File: src/ibc_pkg.sv
// shared types, constants and helpers for the interval bound concretizer
// no dependencies; used by every module of the block by scoped names
package ibc_pkg;

  localparam int FRAC_BITS = 16;

  localparam logic signed [63:0] BOUND_MAX = 64'sh0000_0000_7FFF_FFFF;
  localparam logic signed [63:0] BOUND_MIN = 64'shFFFF_FFFF_8000_0000;

  typedef struct packed {
    logic signed [31:0] lower_coef;
    logic signed [31:0] upper_coef;
    logic signed [31:0] source_low;
    logic signed [31:0] source_high;
    logic signed [31:0] bias_lower;
    logic signed [31:0] bias_upper;
    logic signed [31:0] prior_low;
    logic signed [31:0] prior_high;
    logic               last_term;
  } ibc_req_t;

  typedef struct packed {
    logic signed [31:0] new_low;
    logic signed [31:0] new_high;
    logic               saturated;
  } ibc_rsp_t;

  // products after the fraction shift, with the final-term fields
  typedef struct packed {
    logic signed [63:0] prod_low;
    logic signed [63:0] prod_high;
    logic signed [31:0] bias_lower;
    logic signed [31:0] bias_upper;
    logic signed [31:0] prior_low;
    logic signed [31:0] prior_high;
    logic               last_term;
  } ibc_prod_t;

  // completed sums of one neuron
  typedef struct packed {
    logic signed [63:0] sum_low;
    logic signed [63:0] sum_high;
    logic signed [31:0] bias_lower;
    logic signed [31:0] bias_upper;
    logic signed [31:0] prior_low;
    logic signed [31:0] prior_high;
  } ibc_sum_t;

  // 64-bit add that sticks at the signed limits
  function automatic logic signed [63:0] sat_add64(input logic signed [63:0] a,
                                                   input logic signed [63:0] b);
    logic signed [64:0] s;
    s = {a[63], a} + {b[63], b};
    if (s[64] != s[63]) begin
      sat_add64 = s[64] ? {1'b1, 63'b0} : {1'b0, {63{1'b1}}};
    end else begin
      sat_add64 = s[63:0];
    end
  endfunction

endpackage

File: src/ibc_final.sv
// bias add, clip to 32 bits, tightening against prior bounds, result register
// depends on ibc_pkg
module ibc_final (
  input  logic              clk,
  input  logic              rst,
  input  logic              sum_valid,
  output logic              sum_ready,
  input  ibc_pkg::ibc_sum_t sum,
  output logic              result_valid,
  input  logic              result_ready,
  output ibc_pkg::ibc_rsp_t result
);

  logic signed [63:0] biased_low;
  logic signed [63:0] biased_high;
  logic signed [31:0] clip_low;
  logic signed [31:0] clip_high;
  logic               sat_low;
  logic               sat_high;
  logic               rsp_v;
  ibc_pkg::ibc_rsp_t  rsp_r;

  assign sum_ready   = !rsp_v || result_ready;
  assign biased_low  = ibc_pkg::sat_add64(sum.sum_low, 64'(sum.bias_lower));
  assign biased_high = ibc_pkg::sat_add64(sum.sum_high, 64'(sum.bias_upper));

  always_comb begin
    sat_low  = 1'b0;
    sat_high = 1'b0;
    clip_low  = biased_low[31:0];
    clip_high = biased_high[31:0];
    if (biased_low > ibc_pkg::BOUND_MAX) begin
      clip_low = ibc_pkg::BOUND_MAX[31:0];
      sat_low  = 1'b1;
    end else if (biased_low < ibc_pkg::BOUND_MIN) begin
      clip_low = ibc_pkg::BOUND_MIN[31:0];
      sat_low  = 1'b1;
    end
    if (biased_high > ibc_pkg::BOUND_MAX) begin
      clip_high = ibc_pkg::BOUND_MAX[31:0];
      sat_high  = 1'b1;
    end else if (biased_high < ibc_pkg::BOUND_MIN) begin
      clip_high = ibc_pkg::BOUND_MIN[31:0];
      sat_high  = 1'b1;
    end
  end

  always_ff @(posedge clk) begin
    if (rst) begin
      rsp_v <= 1'b0;
    end else if (sum_ready) begin
      rsp_v <= sum_valid;
    end
  end

  always_ff @(posedge clk) begin
    if (sum_ready && sum_valid) begin
      rsp_r.new_low   <= (sum.prior_low > clip_low) ? sum.prior_low : clip_low;
      rsp_r.new_high  <= (sum.prior_high < clip_high) ? sum.prior_high : clip_high;
      rsp_r.saturated <= sat_low || sat_high;
    end
  end

  assign result_valid = rsp_v;
  assign result       = rsp_r;

endmodule

File: config.mk
export PLATFORM = sky130hd
export DESIGN_NAME = ibc_final
export DESIGN_NICKNAME = d
export VERILOG_FILES = /design/src/ibc_pkg.sv /design/src/ibc_final.sv
export SDC_FILE = /design/constraint.sdc
export NUM_CORES = 1
export LEC_CHECK = 0
export ABC_AREA = 1
export BUFFER_PORTS_ARGS = -buffer_cell sky130_fd_sc_hd__buf_2
export CAP_MARGIN = 0
export CORE_AREA = 5 5 180 182
export CTS_BUF_LIST = sky130_fd_sc_hd__clkbuf_16
export DETAILED_ROUTE_END_ITERATION = 6
export DIE_AREA = 0 0 185 187
export PLACE_DENSITY = 0.79
export SYNTH_ARGS = -nofsm -noshare
export SYNTH_HDL_FRONTEND = slang
export SYNTH_SLANG_ARGS = --single-unit
File: constraint.sdc
create_clock -name clk -period 7.84 [get_ports clk]
set_clock_uncertainty 0.15 [all_clocks]
set_input_delay 0.392 -clock clk [delete_from_list [all_inputs] [get_ports clk]]
set_output_delay 0.392 -clock clk [all_outputs]
set_load 0.05 [all_outputs]
== Word level (Yosys, flattened, before mapping) ==
Cells that the tools add are included.
W data, S select, Z words.

* $add $sub $neg: 2
* $lt $le $gt $ge: 6
* Equal/unequal tests: 2
* Muxes and demuxes: 14
* Reduce and logical (&&, ||, !) cells: 4

{| class="wikitable"
|+ Operators by type and width
! operator !! count
|-
| $mux W64 || 4
|-
| $mux W32 || 6
|-
| $add A64 B32 Y65 || 2
|-
| $gt A64 B32 Y1 const B || 2
|-
| $lt A64 B32 Y1 const B || 2
|-
| $gt A32 B32 Y1 || 1
|-
| $lt A32 B32 Y1 || 1
|-
| $mux W1 || 4
|-
| $logic_or A1 B1 Y1 || 2
|-
| $ne A1 B1 Y1 || 2
|-
| $logic_and A1 B1 Y1 || 1
|-
| $logic_not A1 Y1 || 1
|}

* Register bits: 66
* Bits of input ports: 260
* Output and inout bits: 67
* Word-level logic and storage cells: 32

== Longest topological paths before layout ==
* Word-level depth: 8
* Mapped depth: 50
* Mapped depth without buffers: 47

== Worst setup path after synthesis ==
No wires, ideal clock.

* Kind: input-to-reg
* Start: in sum[100] (netlist bit)
* End: reg rsp_r, in the netlist result[34], data pin
* Setup time: 0.253 ns
* Data arrival time: 6.196 ns
* Data required time: 7.437 ns
* Setup slack: 1.241 ns
* Stages on the path: 45
* Path buffers: 3
* Cell sequence: ha_1 -> inv_1 -> nor3_1 -> a21oi_2 -> o21ai_2 -> a21boi_0 -> o21bai_1 -> nand2_1 -> nand2_1 -> nand2_1 -> nand2_1 -> a31oi_1 -> o21ai_0 -> nand4_1 -> o211ai_1 -> xor2_1 -> inv_1 -> ha_1 -> (+9 left out) -> nand2_2 -> buf_6 -> nand2_1 -> nand2_1 -> inv_1 -> ha_1 -> nand4_1 -> or3_1 -> nor4_1 -> nand2_1 -> nand2_1 -> inv_1 -> or2_2 -> nand3_1 -> inv_1 -> clkbuf_1 -> nand2_1 -> nand2_1

* Longest elaborated chain between the ends: 8
* Elaborated cells on any way between the ends: 10
* Those cells by class: add/sub (1); order compare (3); eq/ne (1); mux (5)

{| class="wikitable"
|+ RTL lines
! item !! line !! RTL
|-
| from (decl) || ibc_final.sv:8 || <nowiki>input ibc_pkg::ibc_sum_t sum,</nowiki>
|-
| $add A64 B32 Y65 * || ibc_pkg.sv:53 || <nowiki>s = {a[63], a} + {b[63], b};</nowiki>
|-
| $mux W64 / $ne A1 B1 Y1 (equally long branches) || ibc_pkg.sv:55, ibc_pkg.sv:54 ||
|-
| $mux W64 * || ibc_pkg.sv:54 || <nowiki>if (s[64] != s[63]) begin</nowiki>
|-
| $lt A64 B32 Y1 || ibc_final.sv:35 || <nowiki>end else if (biased_low < ibc_pkg::BOUND_MIN) begin</nowiki>
|-
| $mux W32 || ibc_final.sv:35 ||
|-
| $mux W32 * || ibc_final.sv:32 || <nowiki>if (biased_low > ibc_pkg::BOUND_MAX) begin</nowiki>
|-
| $gt A32 B32 Y1 || ibc_final.sv:58 || <nowiki>rsp_r.new_low <= (sum.prior_low > clip_low) ? sum.prior_low : clip_low;</nowiki>
|-
| $mux W32 * || ibc_final.sv:58 ||
|-
| to (decl) || ibc_final.sv:21 || <nowiki>ibc_pkg::ibc_rsp_t rsp_r;</nowiki>
|}

Every way passes the cells marked *; elsewhere a longest branch is shown, timed or not.
A chain may end at the register's enable or synchronous reset.

== Final worst setup path ==
* Start: in sum[102] (netlist bit)
* End: reg rsp_r, in the netlist result[34], data pin

The elaborated chain is that of the path after synthesis.

==> impl_metrics.toml <==
[placed_design]
gp_congestion = 1.029
place_inst = 3688
post_dp_cell_area_mm2 = 0.01865
portBuffers = 326
place_hpwl_um = 53120

[synth]
synth.distinct_cells = 53
synth-seq-cells = 66
syn_area_mm2 = 0.01662
synth-warning-count = 0
syn_inst = 2996
syn_avg_cell_area_um2 = 5.547
ys.flop_type = "edfxtp_1"
yosysSeqAreaShare_pct = 11.86
synth_nets = 3453
async_flop_share_pct = 0
synth_edf_count = 65

[sta]
final_max_slew_viol_count = 0
rsz0062_at_grt = "false"
tightest_slew_ps = 849.7
maxSlewHeadroom_pct = 43.35
final_hold_viol_count = 0
setup_violations = 0
fmax_mhz = 136.2
fin_tns_setup_ps = 0
period_needed_ps = 7340
min_period_over_period_pct = 93.62

[layout]
final_area_mm2 = 0.01912
layout_common_cells = "nand2_1 (1064), inv_1 (550), buf_2 (325), nor2_1 (260), a21oi_1 (200)"
stdcell_count = 3715
diodes = 0
layout_commonest_cell = "nand2_1"
drive_above_1_share_pct = 13.98
final_nets = 3771
final_util_pct = 62.84
area_delta_synth_final_pct = 15.05
fillers = 3090

[cts]
insertion_delay_ps = 340
numCtsBuffers = 9
cts_buffer_depth = 2
cts_tree = "built"
cts.clk_slew.worst_paths_ps = 50
clock_sinks = 66
htree_levels = 3
cts-root-buf = "clkbuf_16"
ctsHoldBuffers = 0

[setup_path]
slowest_stage = "nor4_1"
cp_common_cell = "nand2_1"
cp-start-kind = "input pin"
crit_path_max_incr_delay_ps = 420
cp_max_fo = 23
arrival_ps = 7280
path_class = "in -> reg"
end_kind = "flop"
cp.required_ps = 7780

[power_and_ir_drop]
p_seq_share_pct = 14.8
pwr-share-clk_pct = 9.5
swShare_pct = 57.03
powerDensity_mw_per_mm2 = 218.9
intPower_uw = 1799
p_switching_uw = 2387
vdd_ir_drop_max_uv = 175.4
p_leak_uw = 0.01134
power_frac_comb_pct = 75.8

[global_route]
antenna_found_initial = 0
grt_pass1_wl_um = 98060
grtUsageTotal_pct = 34.57
grt_overflow = 0
grt_max_degree = 66
grt_pass1_vias = 19520

[die]
row_count = 64
die_width_um = 185
dieArea_mm2 = 0.03460
core_mm2 = 0.03043
ios = 327
start_util_pct = 54.62
die_h_um = 187

[detailed_routing]
drtIter0Drc = 2044
wl_per_cell_um = 16.85
drt-total-wl_um = 62580
vias = 20500
ant_nets = 0
vias_per_cell = 5.519
drc = 1
first_pass_iters = 7

[job]
drv_cap = 0

[run_status]
outcome = "finished with violations"
violations = "design-rule violations"

[hold_path]
hp-class = "in -> reg"
## through the flow
stage	hold slack (ps)	worst slack (ps)	power [uW]
global route	58.27	15.58	4523
floorplan	311.1	1241	2851
global placement	355.5	-80.00	3556
detailed placement	370.8	-364.4	3620
finish	53.25	499.9	4186
CTS	49.25	8.469	4049
## cell families after synthesis
group                    share of synthesized area, %
adder cells (fa/ha/maj)                         14.92
AO/OA/AOI/OAI                                   13.94
flip-flops                                      11.86
AND/OR/NAND/NOR                                 41.75
XOR/XNOR                                        2.996
buffers and inverters                           14.53
## state kept, by name, summed over array words and instances (netlist names)
name          cells
result           65
result_valid      1
## cells in the mapped netlist, types with 5 or more instances
master	count	area share (%)
nand2_1	1064	24
inv_1	550	12
nor2_1	260	5.9
a21oi_1	202	6.1
nand3_1	196	5.9
ha_1	195	15
o21ai_0	87	2.6
edfxtp_1	65	12
xor2_1	40	2.1
clkbuf_1	31	0.70
a31oi_1	30	1.1
o211ai_1	30	1.4
nor3_1	25	0.75
nand3_2	24	1.4
nand2_2	17	0.64
nand4_1	17	0.64
buf_6	15	1.0
xnor2_1	15	0.79
or2_2	14	0.53
nor4_1	12	0.45
o21bai_1	11	0.50
a211oi_1	8	0.36
o21a_1	8	0.36
buf_2	7	0.21
a21boi_0	5	0.23
nand3b_1	5	0.23
o21ai_1	5	0.15
o31ai_1	5	0.23
## cell type report
cell class,instances,area (um^2),area share (%)
Multi-Input combinational cell,2323,12310,64.40
Tap cell,396,495.5,2.591
Sequential cell,66,1972,10.31
Timing Repair inverter,1,7.507,0.03926
Clock inverter,7,62.56,0.3272
Clock buffer,9,225.2,1.178
Timing Repair Buffer,359,1957,10.23
Inverter,554,2087,10.91
## power by group through the flow
stage          registers [uW]  logic (uW)  clock network (uW)
6_report                  619        3170                 396
5_1_grt                   625        3490                 409
4_1_cts                   621        3030                 396
3_5_place_dp              626        2990                   0
3_3_place_gp              623        2930                   0
2_1_floorplan            1010        1840                   0
## critical path, delay by kind of cell
family,cells,cell delay [ps]
and+or+nand+nor,24,3260
AOI/OAI and AO/OA,9,1530
adders and majority gates,3,960
buffers and inverters,8,910
xor gates and xnor gates,1,220
## path summary, 6_finish.rpt
kind / startpoint / to / slack, ps / cells after the start
setup / recovery: sum[102] / result[34] / 500 / 45
setup reg to reg: result_valid / result[7] / 6130 / 2
hold reg to reg: result_valid / result_valid / 380 / 2
hold / removal: rst / result_valid / 50 / 2
## what timing repair did
action,CTS,global route
cloned,1,3
resized for setup,3,15
endpoints found under the hold margin,0,0
endpoints found under the setup margin,32,64
buffers inserted,0,7
pin swaps,0,2
## per-layer routing
| metal | wire [um] | up-vias | share of wire [%] | GRT usage (%) |
|---|---|---|---|---|
| met5 | 0 | - | 0 | 0 |
| met4 | 2871 | 0 | 4.6 | 14.99 |
| met3 | 5881 | 168 | 9.4 | 3.773 |
| met2 | 28360 | 1024 | 45 | 57.88 |
| met1 | 25460 | 9141 | 41 | 44.81 |
| li1 | - | 10170 | - | - |
No activity file was read; power rests on OpenSTA's default activity.
