### config.mk
export PLATFORM = sky130hd
export DESIGN_NAME = ibc_accum
export DESIGN_NICKNAME = d
export VERILOG_FILES = /design/src/ibc_pkg.sv /design/src/ibc_accum.sv
export SDC_FILE = /design/constraint.sdc
export NUM_CORES = 1
export LEC_CHECK = 0
export ABC_AREA = 1
export BUFFER_PORTS_ARGS = -buffer_cell sky130_fd_sc_hd__buf_4
export CAP_MARGIN = 20
export CORE_MARGIN = 5
export CORE_UTILIZATION = 30
export CTS_CLUSTER_SIZE = 16
export DETAILED_ROUTE_END_ITERATION = 7
export PLACE_DENSITY_LB_ADDON = 0.2
export SLEW_MARGIN = 20
export SYNTH_ARGS = -nofsm -noshare
export SYNTH_HDL_FRONTEND = slang
export SYNTH_SLANG_ARGS = --single-unit
export TNS_END_PERCENT = 1
### constraint.sdc
create_clock -name clk -period 14.5 [get_ports clk]
set_input_delay 2.175 -clock clk [delete_from_list [all_inputs] [get_ports clk]]
set_output_delay 2.175 -clock clk [all_outputs]
set_load 0.005 [all_outputs]
### src/ibc_pkg.sv
// shared types, constants and helpers for the interval bound concretizer
// no dependencies; used by every module of the block by scoped names
package ibc_pkg;

  localparam int FRAC_BITS = 16;

  localparam logic signed [63:0] BOUND_MAX = 64'sh0000_0000_7FFF_FFFF;
  localparam logic signed [63:0] BOUND_MIN = 64'shFFFF_FFFF_8000_0000;

  typedef struct packed {
    logic signed [31:0] lower_coef;
    logic signed [31:0] upper_coef;
    logic signed [31:0] source_low;
    logic signed [31:0] source_high;
    logic signed [31:0] bias_lower;
    logic signed [31:0] bias_upper;
    logic signed [31:0] prior_low;
    logic signed [31:0] prior_high;
    logic               last_term;
  } ibc_req_t;

  typedef struct packed {
    logic signed [31:0] new_low;
    logic signed [31:0] new_high;
    logic               saturated;
  } ibc_rsp_t;

  // products after the fraction shift, with the final-term fields
  typedef struct packed {
    logic signed [63:0] prod_low;
    logic signed [63:0] prod_high;
    logic signed [31:0] bias_lower;
    logic signed [31:0] bias_upper;
    logic signed [31:0] prior_low;
    logic signed [31:0] prior_high;
    logic               last_term;
  } ibc_prod_t;

  // completed sums of one neuron
  typedef struct packed {
    logic signed [63:0] sum_low;
    logic signed [63:0] sum_high;
    logic signed [31:0] bias_lower;
    logic signed [31:0] bias_upper;
    logic signed [31:0] prior_low;
    logic signed [31:0] prior_high;
  } ibc_sum_t;

  // 64-bit add that sticks at the signed limits
  function automatic logic signed [63:0] sat_add64(input logic signed [63:0] a,
                                                   input logic signed [63:0] b);
    logic signed [64:0] s;
    s = {a[63], a} + {b[63], b};
    if (s[64] != s[63]) begin
      sat_add64 = s[64] ? {1'b1, 63'b0} : {1'b0, {63{1'b1}}};
    end else begin
      sat_add64 = s[63:0];
    end
  endfunction

endpackage

### src/ibc_accum.sv
// saturating accumulators and the register of finished sums
// depends on ibc_pkg
module ibc_accum (
  input  logic               clk,
  input  logic               rst,
  input  logic               prod_valid,
  output logic               prod_ready,
  input  ibc_pkg::ibc_prod_t prod,
  output logic               sum_valid,
  input  logic               sum_ready,
  output ibc_pkg::ibc_sum_t  sum
);

  logic signed [63:0] acc_low;
  logic signed [63:0] acc_high;
  logic signed [63:0] acc_low_next;
  logic signed [63:0] acc_high_next;
  logic               sum_v;
  ibc_pkg::ibc_sum_t  sum_r;
  logic               take;

  assign prod_ready    = !sum_v || sum_ready;
  assign take          = prod_valid && prod_ready;
  assign acc_low_next  = ibc_pkg::sat_add64(acc_low, prod.prod_low);
  assign acc_high_next = ibc_pkg::sat_add64(acc_high, prod.prod_high);

  always_ff @(posedge clk) begin
    if (rst) begin
      acc_low  <= '0;
      acc_high <= '0;
      sum_v    <= 1'b0;
    end else begin
      if (prod_ready) begin
        sum_v <= prod_valid && prod.last_term;
      end
      if (take) begin
        // last term hands the sums on and clears for the next neuron
        acc_low  <= prod.last_term ? '0 : acc_low_next;
        acc_high <= prod.last_term ? '0 : acc_high_next;
      end
    end
  end

  always_ff @(posedge clk) begin
    if (take && prod.last_term) begin
      sum_r.sum_low    <= acc_low_next;
      sum_r.sum_high   <= acc_high_next;
      sum_r.bias_lower <= prod.bias_lower;
      sum_r.bias_upper <= prod.bias_upper;
      sum_r.prior_low  <= prod.prior_low;
      sum_r.prior_high <= prod.prior_high;
    end
  end

  assign sum_valid = sum_v;
  assign sum       = sum_r;

endmodule

; ---- Word-level counts from Yosys, hierarchy flattened
; Cells that the tools add are included.
[word_totals]
inputBits = 261
output_inout_bits = 258
ff_bits = 385
elab_cells = 24
[op_classes]
add_sub_neg = 2
mux = 6
n_reduce_logical = 5
n_eq_ne = 2
[op_table]
columns = cell, count
row1 = two-way mux 64 bit, 6
row2 = adder 64 x 64 -> 65 bit, 2
row3 = logical AND 1 bit, 3
row4 = != test 1 bit, 2
row5 = zero test 1 bit, 1
row6 = logical OR 1 bit, 1

; ---- Longest topological paths before layout
; Gate-level depths: netlist of run 1.
[depth]
ltp_word = 4
mapped_depth = 22
mapped_depth_nobuf = 21

; ---- Least setup slack after synthesis of run 1
; No wires, ideal clock.
[synth_path]
kind = input to register
from = input port prod_valid
to = register sum_r (netlist bit sum[0]), enable pin
path_stages = 2
required_ps = 13542
setup_ps = 958
path_slack_ps = -995
arrival_ps = 14537
n_path_buf = 0
path_cell_list = nand2_1 a21oi_1
[synth_via]
elab_chain_cells = 2
[synth_rtl]
columns = item, line
row1 = from (decl), ibc_accum.sv:6  ; input logic prod_valid,
row2 = logical AND 1 bit, ibc_accum.sv:23  ; assign take = prod_valid && prod_ready;
row3 = logical AND 1 bit, ibc_accum.sv:45  ; if (take && prod.last_term) begin
row4 = to (decl), ibc_accum.sv:19  ; ibc_pkg::ibc_sum_t sum_r;
; No other way between the ends.
; A chain may end at the register's enable or synchronous reset.

; ---- Final worst setup path of run 1
[layout_path]
from = input port sum_ready
to = register acc_low[51]
[layout_via]
elab_chain_cells = 2
[layout_rtl]
columns = item, line
row1 = from (decl), ibc_accum.sv:10  ; input logic sum_ready,
row2 = logical OR 1 bit, ibc_accum.sv:22  ; assign prod_ready = !sum_v || sum_ready;
row3 = logical AND 1 bit, ibc_accum.sv:23
row4 = to (signal assigned), ibc_accum.sv:38  ; acc_low <= prod.last_term ? '0 : acc_low_next;
row5 = to (decl), ibc_accum.sv:14  ; logic signed [63:0] acc_low;
; No other way between the ends.

==> impl_metrics.tcl, run 1 <==
set metrics [dict create \
    start_kind "primary input" \
    num_vias 22700 \
    ys_async_sr_fraction 0 \
    cpMostUsedCell "buf_4" \
    required_ns 15.01 \
    postSynthAreaPerCell_um2 7.74 \
    die_w_um 298 \
    cap_violations 0 \
    pin_count 519 \
    peakVddDrop_v 0.0000797 \
    clock_latency_ns 0.61 \
    path_buf_inv 4 \
    grt_max_degree 165 \
    nNetsFinal 4116 \
    postCtsHoldBufs 0 \
    cp-end-kind "flip-flop" \
    hold_viol 0 \
    drv_slew 0 \
    p_leak_uw 0.0147 \
    start_util 0.303 \
    drive_gt1_frac 0.240 \
    fin_crit_sh 0.335 \
    antenna_found_initial 3 \
    path_clk_slew_ns 0.06 \
    place.gp.congestion 0.960 \
    synth-seq-cells 385 \
    synth_edf_count 256 \
    coreArea_um2 82200 \
    slew_headroom 0.194 \
    grt_use_met3 0.0441 \
    cts_tree "built" \
    synth_top_area_frac 0.309 \
    area_growth_syn_to_layout_pct 26.3 \
    post_cts_buffers 0 \
    crit_chain "buf_4 > inv_1 > nand2_1 > nand2_4 > nor2_4 > buf_4 > buf_4 > nand2_2 > a21oi_2" \
    drtIter0Drc 1461 \
    via_per_inst 4.70 \
    status "complete, no violations" \
    place_inst 4745 \
    placed_area_um2 29800 \
    cts_max_level 2 \
    yosys-top-cells-count "nand2_1, inv_1, edfxtp_1" \
    rsz0062_at_grt "false" \
    grt_pass1_vias 22200 \
    final_cell_area_um2 31400 \
    synthDistinctLibCells 44 \
    die_height_um 298 \
    fin_skew_ns 0.0413 \
    synth_area_leader_cell "edfxtp_1" \
    max_freq_mhz 206 \
    port_buffers 518 \
    drt_drc_violations_left 0 \
    yosysSeqAreaShare 0.413 \
    fill_cells 8622 \
    synthCells 3214 \
    setup_violations 0 \
    pwr_density_cell_nw_per_um2 110 \
    cp_top_family "simple AND/OR/NAND/NOR gates" \
    hpwl_um 76100 \
    ant_nets 0 \
    gr-total-overflow 0 \
    path_class "primary input to flip-flop" \
    hp-class "flip-flop to flip-flop" \
    period_needed_ns 4.86 \
    cts_root_buf "clkbuf_16" \
    slowest_stage "nor2_4" \
    cp.arrival_ns 5.36 \
    syn_nets 3605 \
    synth-main-ff-cell "edfxtp_1" \
    post_cts_resized 0 \
    die-area_um2 88800 \
    post_synth_instance_area_um2 24900 \
    fin_hold_ws_ns 0.467 \
    gr-max-usage-layer "met2" \
    finalSetupTns_ns 0 \
    multi_input_area_um2 12800 \
    grt_use_met2 0.332 \
    fin_cells 4833 \
    drt-total-wl_um 94500 \
    finalPower_uw 3470 \
    cts.sinks 385 \
    cts-buffers-inserted 48 \
    routedWlPerCell_um 19.5 \
    grt_usage 0.203 \
    timing_worst_slew_pin_value_ns 1.21 \
    path_max_fanout 53 \
    synth_area_leaders "edfxtp_1, nand2_1, dfxtp_1" \
    met1_usage 0.278 \
    grt_pass1_wl_um 140000 \
    rows 105 \
    first_pass_iters 7 \
    ys_warn_count 0 \
    critical-path-max-stage-delay_ns 0.92 \
    clockBufferDepth 3 \
    seq_area_um2 10300 \
    synth_most_common_cell "nand2_1" \
]
==> where the power goes <==
part	internal, uW	switching [uW]
sequential	1280	36.4
clock	751	504
combinational	329	573
total	2360	1110
==> cells by family after synthesis <==
family / synth area share
flops: 0.413
compound gates: 0.121
buf+inv: 0.0748
fa+ha+maj: 0.0659
simple gates: 0.299
xor+xnor: 0.0260
==> routing by layer <==
metal | vias to the layer above | share of wire
met5 | - | 0.00013
met4 | 2 | 0.020
met3 | 93 | 0.068
met2 | 706 | 0.45
met1 | 10600 | 0.46
li1 | 11300 | -
==> flip-flops by register name (all words and copies together), names as in the netlist <==
signal / flops
sum_valid: 1
acc_low: 64
acc_high: 64
sum: 256
==> cell usage in the layout, fill, tap and decap left out, types with 5 or more instances in the layout <==
cell / n
o21ai_0: 34
edfxtp_1: 256
nor3_2: 9
o21bai_1: 46
o21ai_2: 8
xnor2_1: 18
nand2_1: 1191
a21oi_2: 62
clkbuf_1: 12
o21ai_4: 38
nor2_1: 225
clkbuf_8: 9
a21oi_1: 222
nand3b_1: 28
buf_4: 523
dfxtp_1: 129
nand4_1: 10
inv_1: 354
clkbuf_16: 48
o21ai_1: 10
nor2_2: 19
inv_2: 27
bufinv_16: 5
nand2_4: 9
nor3_1: 27
nor2_4: 7
nand2_2: 110
xor2_1: 56
ha_1: 128
and3_1: 6
clkinv_2: 5
nand3_1: 93
==> area by class of cell <==
class,instances,share of cell area
Tap cell,1070,0.0426
Clock buffer,69,0.0436
Inverter,381,0.0455
Sequential cell,385,0.327
Multi-Input combinational cell,2384,0.407
Antenna cell,1,0.0000796
Timing Repair Buffer,525,0.126
Clock inverter,18,0.00927
==> worst reg2reg max path, cell delays in order (launching register included) <==
cell and delay (ns):
dfxtp_1 0.35, nand2_1 0.16, nand2_4 0.34, nor2_4 0.93
buf_4 0.76, buf_4 0.62, nand2_2 0.13, a21oi_2 0.14
==> path summary, 6_finish.rpt <==
| check | slack [ns] | from | endpoint | cells past startpoint |
|---|---|---|---|---|
| worst max-delay path | 9.64 | sum_ready | acc_low[51] | 9 |
| worst min-delay path | 0.47 | acc_high[36] | acc_high[36] | 2 |
| worst max register to register | 11.01 | sum_valid | acc_low[51] | 7 |
| worst min register to register | 0.47 | acc_high[36] | acc_high[36] | 2 |
==> metrics by stage <==
stage	setup slack, ns	utilization
after floorplan	4.34	-
after global placement	9.06	0.362
after detailed placement	9.00	0.362
after CTS	9.62	0.382
after global routing	9.34	0.382
final	9.64	0.382
Power figures use the tool's default switching activity.
==> run 2, diff against run 1 <==
ABC_AREA = 0   (was 1)
clock period = 3.91 ns   (was 14.5 ns; I/O delays follow)
==> run 2 against run 1 <==
Against the previous run:
- clock skew decreased by 0.017 ns
- count of clock-buffer cells in the layout is 7 lower
- sequential share of layout area increased by 3.3 points
- worst setup slack worse by 9.5 ns
- area after synthesis is 17% lower
- synthesized cell count shrank 37%
- register-to-register slack got worse by 11 ns
- critical path depth increased by 4
- utilization increased by 3.4 points
- sequential cell count unchanged
==> impl_metrics.tcl, run 2 <==
set metrics [dict create \
    status "complete, no violations" \
    drv_slew 0 \
    path_clk_slew_ns 0.06 \
    fin_hold_ws_ns 0.173 \
    num_vias 18700 \
    path_max_fanout 5 \
    drt_drc_violations_left 0 \
    grt_usage 0.190 \
    synth_edf_count 256 \
    grt_pass1_wl_um 112000 \
    p_switching_uw 3540 \
    final_cell_mix "buf_4, edfxtp_1, nand2_1" \
    rsz0062_at_grt "false" \
    grt_pass1_vias 18800 \
    first_pass_iters 7 \
    utilization 0.417 \
    cts_root_buf "clkbuf_16" \
    synth_area_leader_cell "edfxtp_1" \
    synth_most_common_cell "edfxtp_1" \
    setup_violations 0 \
    largest_reg_flops 256 \
    pin_count 519 \
    synth_area_leaders "edfxtp_1, dfxtp_1, ha_1" \
    yosysSeqAreaShare 0.494 \
    gr-total-overflow 0 \
    path_buf_inv 3 \
    min_path_cells 1 \
    synthCells 2036 \
    path_class "flip-flop to flip-flop" \
    crit_start "acc_low[1]" \
    fill_cells 6693 \
    critical-path-max-stage-delay_ns 0.49 \
    max_freq_mhz 265 \
    hpwl_um 59300 \
    power_frac_comb 0.238 \
    final_common_cell "buf_4" \
    cp-end-kind "flip-flop" \
    post_cts_buffers 0 \
    port_buffers 518 \
    multi_input_area_um2 9930 \
    pwr-share-seq 0.397 \
    die-area_um2 74600 \
    die_height_um 273 \
    start_kind "flip-flop" \
    grt_max_degree 127 \
    cts.sinks 385 \
    die_w_um 273 \
    power.share.clock 0.364 \
    cts_tree "built" \
    yosys-top-cells-count "edfxtp_1, nand2_1, o21ai_0" \
    hp-start "prod[64]" \
    antenna_found_initial 4 \
    intPower_uw 8790 \
    switching_share 0.287 \
    start_util 0.303 \
    area_growth_syn_to_layout_pct 37.6 \
    cp_top_family "compound AO/OA/AOI/OAI gates" \
    clock_latency_ns 0.58 \
    slowest_stage "o311ai_0" \
    hp-class "primary input to flip-flop" \
    cap_violations 0 \
    pwr_density_cell_nw_per_um2 431 \
    postSynthAreaPerCell_um2 10.2 \
    synthDistinctLibCells 83 \
    crit_chain "ha_1 > a211oi_1 > buf_4 > o211ai_1 > a41oi_1 > o21a_1 > o211a_1 > o31ai_1 > a41oi_1 > buf_4 > o311ai_0 > buf_4 > o21ai_0" \
    ys_warn_count 0 \
    cts-buffers-inserted 46 \
    synth-main-ff-cell "edfxtp_1" \
    synth_top_area_frac 0.370 \
    rows 96 \
    period_needed_ns 3.78 \
    clockBufferDepth 3 \
    p_leak_uw 0.0117 \
    fin_skew_ns 0.0239 \
    via_per_inst 5.13 \
    r2r_start "acc_low[1]" \
    required_ns 4.24 \
    ys_async_sr_fraction 0 \
    hold_viol 0 \
    nNetsFinal 3053 \
    cp.arrival_ns 4.11 \
    cpMostUsedCell "buf_4" \
    syn_nets 2427 \
    drive_gt1_frac 0.302 \
    cts_max_level 2 \
    post_synth_instance_area_um2 20800 \
    coreArea_um2 68600 \
    drtIter0Drc 1139 \
    place.gp.congestion 0.915 \
    drt-total-wl_um 75300 \
    slew_headroom 0.392 \
    fin_crit_sh 0.966 \
    worst_r2r_path_depth 13 \
    peakVddDrop_v 0.000277 \
    synth-seq-cells 385 \
    timing_worst_slew_pin_value_ns 0.907 \
    cp.depth 13 \
    routedWlPerCell_um 20.7 \
    ant_nets 0 \
    seq_area_um2 10300 \
]
run 2: cell count changes after synthesis, sizes merged, moves of 27 or more:
| cell | change |
|---|---|
| a21o | +48 |
| a21oi | -116 |
| clkbuf | +43 |
| inv | -342 |
| nand2 | -1067 |
| nand3 | -68 |
| nand3b | -28 |
| nand4 | +27 |
| nor2 | -155 |
| o211ai | +34 |
| o21ai | +128 |
| o21bai | -29 |
| o311ai | +93 |
| xnor2 | +41 |
run 2: path summary, 6_finish.rpt:
kind                  endpoint  slack (ns)
setup / recovery      sum[249]        0.13
setup reg to reg      sum[249]        0.13
hold / removal         sum[63]        0.17
hold reg to reg   acc_high[12]        0.46
run 2: cell type report:
type / count / share of cell area
clock inverter: 24 / 0.0105
clock buffer: 62 / 0.0449
timing repair buffer: 697 / 0.191
inverter: 39 / 0.00525
multi-input combinational: 1493 / 0.348
antenna: 4 / 0.000350
tap: 931 / 0.0408
sequential: 385 / 0.359
run 2: layer usage:
metal  global-route usage  up-vias  part of all wire
li1                     -     8989                 -
met5                    0        -                 0
met4               0.0625        0             0.032
met3               0.0428      122             0.069
met2                0.318      619              0.47
met1                0.244     8920              0.43
run 2: timing repair:
action	4_1_cts	5_1_grt
endpoints found under the setup margin	0	30
hold endpoints to repair	0	0
hold buffers	0	0
resized for setup	0	2
run 2: power groups by stage:
stage / clock network, uW / registers, uW / logic [uW]
after global routing: 4810 / 4930 / 3230
after floorplan: 0 / 4990 / 1560
after global placement: 0 / 4990 / 2920
after CTS: 4640 / 4910 / 2960
after detailed placement: 0 / 4990 / 2940
final: 4490 / 4900 / 2940
run 2: through the flow:
| step | cell area, um2 | power [uW] | cells | setup WS (ns) | setup TNS, ns |
|---|---|---|---|---|---|
| 4_1_cts | 28600 | 12500 | 3631 | 0.108 | 0 |
| 3_3_place_gp | 27000 | 7900 | 3545 | -0.233 | -0.787 |
| 5_1_grt | 28600 | 13000 | 3635 | 0.00749 | 0 |
| 2_1_floorplan | 20800 | 6550 | 2036 | -1.11 | -285.32 |
| 6_report | 28600 | 12300 | 3635 | 0.134 | 0 |
| 3_5_place_dp | 27000 | 7930 | 3545 | -0.221 | -4.33 |
run 2: cell families (layout without fill, tap and decap cells):
family | after synthesis | after routing | synth area share
buffers and inverters | 158 | 822 | 0.0316
adder cells (fa/ha/maj) | 130 | 130 | 0.0790
AND/OR/NAND/NOR | 509 | 509 | 0.111
flip-flops | 385 | 385 | 0.494
other | 0 | 4 | 0
AO/OA/AOI/OAI | 728 | 728 | 0.229
XOR/XNOR | 120 | 120 | 0.0515
multiplexers | 6 | 6 | 0.00361
